<file path="src/design/sdr_ram.sv">
// ----------------------------------------------------------------------------
// sdr_ram
// Generic single-port write, single-port read RAM with registered read.
// ----------------------------------------------------------------------------
module sdr_ram #(
  parameter int unsigned WIDTH = 32,
  parameter int unsigned DEPTH = 64
) (
  input  logic                     clk,
  input  logic                     we,
  input  logic [$clog2(DEPTH)-1:0] waddr,
  input  logic [WIDTH-1:0]         wdata,
  input  logic [$clog2(DEPTH)-1:0] raddr,
  output logic [WIDTH-1:0]         rdata
);
  logic [WIDTH-1:0] mem [DEPTH];

  always_ff @(posedge clk) begin
    if (we) begin
      mem[waddr] <= wdata;
    end
    rdata <= mem[raddr];
  end
endmodule

</file>
<file path="config.mk">
export PLATFORM = sky130hd
export DESIGN_NAME = sdr_ram
export DESIGN_NICKNAME = d
export VERILOG_FILES = /design/src/design/sdr_ram.sv
export SDC_FILE = /design/constraint.sdc
export NUM_CORES = 2
export LEC_CHECK = 0
export BUFFER_PORTS_ARGS = -buffer_cell sky130_fd_sc_hd__buf_4
export CORE_UTILIZATION = 60
export CTS_CLUSTER_DIAMETER = 120
export DETAILED_ROUTE_END_ITERATION = 16
export PLACE_DENSITY_LB_ADDON = 0.2
export SETUP_SLACK_MARGIN = 0.1
export SLEW_MARGIN = 0
export SYNTH_ARGS = -nofsm -noshare
export SYNTH_HDL_FRONTEND = slang
export SYNTH_SLANG_ARGS = --single-unit
</file>
<file path="constraint.sdc">
create_clock -name clk -period 4.2 [get_ports clk]
set_clock_uncertainty 0.05 [all_clocks]
set_input_delay 0 -clock clk [delete_from_list [all_inputs] [get_ports clk]]
set_output_delay 0 -clock clk [all_outputs]
set_load 0.02 [all_outputs]
</file>
=== Word-level counts from Yosys, hierarchy flattened ===
Memories as Yosys holds them, arrays and structs flattened. A register that Yosys moved wholly into a read port is not among the register bits.
Cells that the tools add are included.

* Mux-type cells: 2

{| class="wikitable"
|+ Operators by type and width
! kind !! count
|-
| 2-to-1 mux 1 bit || 2
|}

* Register bits: 0
* Bits in writable memories: 2048
* Bits of input ports: 46
* Output and inout bits: 32
* Logic and storage cells: 3
* Memories kept: 1

{| class="wikitable"
|+ Memories
! name !! words !! bits a word !! rd ports !! clocked after Yosys merged registers in !! write ports !! line !! source
|-
| mem || 64 || 32 || 1 || 1 || 1 || 16 || <nowiki>logic [WIDTH-1:0] mem [DEPTH];</nowiki>
|}

=== Logic depth before layout (Yosys ltp) ===
* Depth in word-level cells: 2
* Gate-level depth with buffers: 10
* Depth with buffers taken out: 5

=== Worst setup path after synthesis ===
Ideal clock, no wire load.

* Path kind: input-to-reg
* From: in waddr[3]
* To: mem mem[48][0] (enable)
* Setup time: 461 ps
* Arrival: 2699 ps
* Slack: 990 ps
* Cell stages on the path: 4
* Path buffers: 1
* Path through: clkbuf_1 -> nor2b_1 -> nand4b_1 -> nor3_1

{| class="wikitable"
|+ RTL lines
! what !! line !! source
|-
| from (decl) || 11 || <nowiki>input logic [$clog2(DEPTH)-1:0] waddr,</nowiki>
|-
| to (decl) || 16 ||
|}

Straight into the memory's write port.

==> results.md <==
- Commonest cells after routing, fill and taps aside: 2048 x edfxtp_1, 544 x mux4_2, 215 x buf_4
- Syn_nets: 3370
- Worst setup EP type: flip-flop
- Kind of critical path: input port to flip-flop
- Post-route clock period utilization: 0.6827
- Unrepaired setup endpoints after global routing: no
- Compound-Gate Fraction of Synth Area: 0.01673
- Clk pin slew, worst setup/hold paths: 70 ps
- Max-Cap Viols: 0
- Synth Register Bits: 2080
- Overall power: 42.58 mW
- Final worst setup slack: 1333 ps
- Hold_sp: waddr[4]
- Multiplexer share of the synthesized area: 0.1679
- Library cells used by synthesis: 34
- Clk Latency, worst-skew pair: between 800 and 900 ps
- PwrDens: 479.2 nW/µm²
- Die Span Y: 363.7 µm
- Largest family of logic cells by synthesized area: multiplexers
- Antenna violations before repair: 19
- Outcome: finished clean
- First-pass GRT wire length: 287.3 mm
- Fmax: ~0.35 GHz
- Detail Route Antenna Nets: 0
- Die Wd: 363.7 µm
- Reg2reg setup slack: approximately 1500 ps
- Fraction of layout cells with a size suffix above 1: 0.2948
- Final Hold Fails: 0
- Worst Path Max Fanout: 62
- Post-Layout Cell Count: 5524
- GR Overflow Total: 0
- Place WS: 528.4 ps
- Avg WL per Cell: 36.76 µm
- Via count: 37980
- Vias/cell: 6.876
- PortBufs: 77
- Post-route setup TNS: 0 ps
- Final wirelength: approximately 200 mm
- Critical Path RT: 4800 ps
- CTS tree: built
- Die footprint: 132300 µm²
- Mean Syn Cell Area: 23.62 µm²
- Design area: slightly below 90000 µm²
- Synth Instances: around 3300
- Htree depth: 4
- Min Tclk post-route: 2867 ps
- Synth Warn #: 0
- Adder-cell area share of the yosys netlist: 0
- Synth Area in XOR/XNOR: 0
- Post-Synthesis Cell Area: 78520 µm²
- VDD IR-drop max: 0.4005 mV
- 1st-pass router iterations: 5
- CP arrival: 3470 ps
- Simple-Gate Fraction of Synth Area: 0.01265
- Nets: between 3000 and 4000
- Commonest non-fill, non-tap cell in the layout: edfxtp_1
- DRC: 0
- Synth Flop Type: edfxtp_1
- I/O pins: 78
- Minimum hold slack: 92.47 ps
- GPL Wtd Cong: 0.8493
- Post-layout util: 0.6854
- Cts bufs inserted: 195
- Largest net degree at the start of global routing: 85
- Post_cts resized: 0
- Max Buffers Root-to-Sink: 3
- Core area: 129600 µm²
- Postcts setup bufs: 0
- Min-Delay Path Class: input port to flip-flop
- DP Cell Count: slightly above 5000
- Startpoint types: input port
- CP Launch Point: raddr[0]
- Vias in the first global route: 38300
- Slew Limit Fails: 0
- R2R Path Start: mem[47][7]$_DFFE_PP_
- Relative slew slack: 0.1311
- # clock sinks: 2080
- Post-synthesis sequential area ratio: 0.7914
- Rows: roughly 130
- Fillers: 7704
- Least-Margin Pin Slew: approximately 1300 ps
- Initial Util: 0.6056
- Clk root buf: clkbuf_16
- Gr usage total: 0.3165
- Final Setup Violations: 0
- Post-synth EDFFs: 2048
- Dpl hpwl: 115.5 mm
- Asr flop ratio synth: 0
- Leakage: 27.81 nW
- Cell Area, Placed: 82220 µm²
- Layout area overhead: 13.17%
- Iteration-0 DRC Markers: 5776
[path summary, 6_finish.rpt]
check | endpoint | depth (start not counted)
hold / removal | mem[53][30]$_DFFE_PP_ | 3
setup / recovery | rdata[10]$_DFF_P_ | 7
setup reg to reg | rdata[7]$_DFF_P_ | 4
hold reg to reg | rdata[17]$_DFF_P_ | 4
[logic make-up after synthesis]
| logic type | count (synthesis) |
|---|---|
| mux | 637 |
| simple gates | 223 |
| flops | 2080 |
| buf+inv | 182 |
| compound gates | 202 |
[routing by layer]
layer	part of all wire	track usage
met1	0.36	0.4529
met2	0.47	0.4855
met3	0.12	0.06932
met4	0.041	0.1232
met5	0.00041	0
[power by group]
| group | switching [mW] | total [mW] | internal (mW) | leakage (nW) |
|---|---|---|---|---|
| clock network | 7.33 | 17.2 | 9.82 | 3.04 |
| registers | 0.138 | 23.1 | 23.0 | 18.7 |
| logic | 1.47 | 2.31 | 0.837 | 6.08 |
| total | 8.94 | 42.6 | 33.6 | 27.8 |
[synth_stat cells (all sizes together), types with 7 or more instances]
cell type	n	share of area
nor2	137	0.0065
clkbuf	74	0.0035
a21oi	62	0.0040
nor2b	15	0.0012
mux2i	93	0.012
mux4	544	0.16
a311oi	8	0.00089
edfxtp	2048	0.78
nand2	26	0.0012
dfxtp	32	0.0082
nand2b	8	0.00064
a22oi	12	0.0011
o22ai	84	0.0067
nor3	7	0.00045
buf	108	0.0077
o221ai	27	0.0030
[layout make-up]
cell class,count,area [µm²],area share
Timing Repair Buffer,274,2355,0.02650
Antenna cell,7,17.52,0.0001971
Sequential cell,2080,62140,0.6993
Tap cell,1742,2180,0.02453
Multi-Input combinational cell,1062,15970,0.1797
Clock inverter,76,684.4,0.007702
Clock buffer,283,5517,0.06208
[critical path, cell delays in order]
cell and delay (ps):
buf_8 700, buf_12 330, buf_12 260, mux4_2 530, mux4_2 560, o22ai_1 870, nor2_1 120
[registers in the layout, indices dropped and copies added, names as in the netlist]
| name | count |
|---|---|
| mem | 2048 |
| rdata | 32 |
[repair_timing]
action / CTS / global route
endpoints found under the hold margin: 2175 / 0
hold buffers: 41 / 0
endpoints found under the setup margin: 0 / 0
No activity file was read; power rests on OpenSTA's default activity.
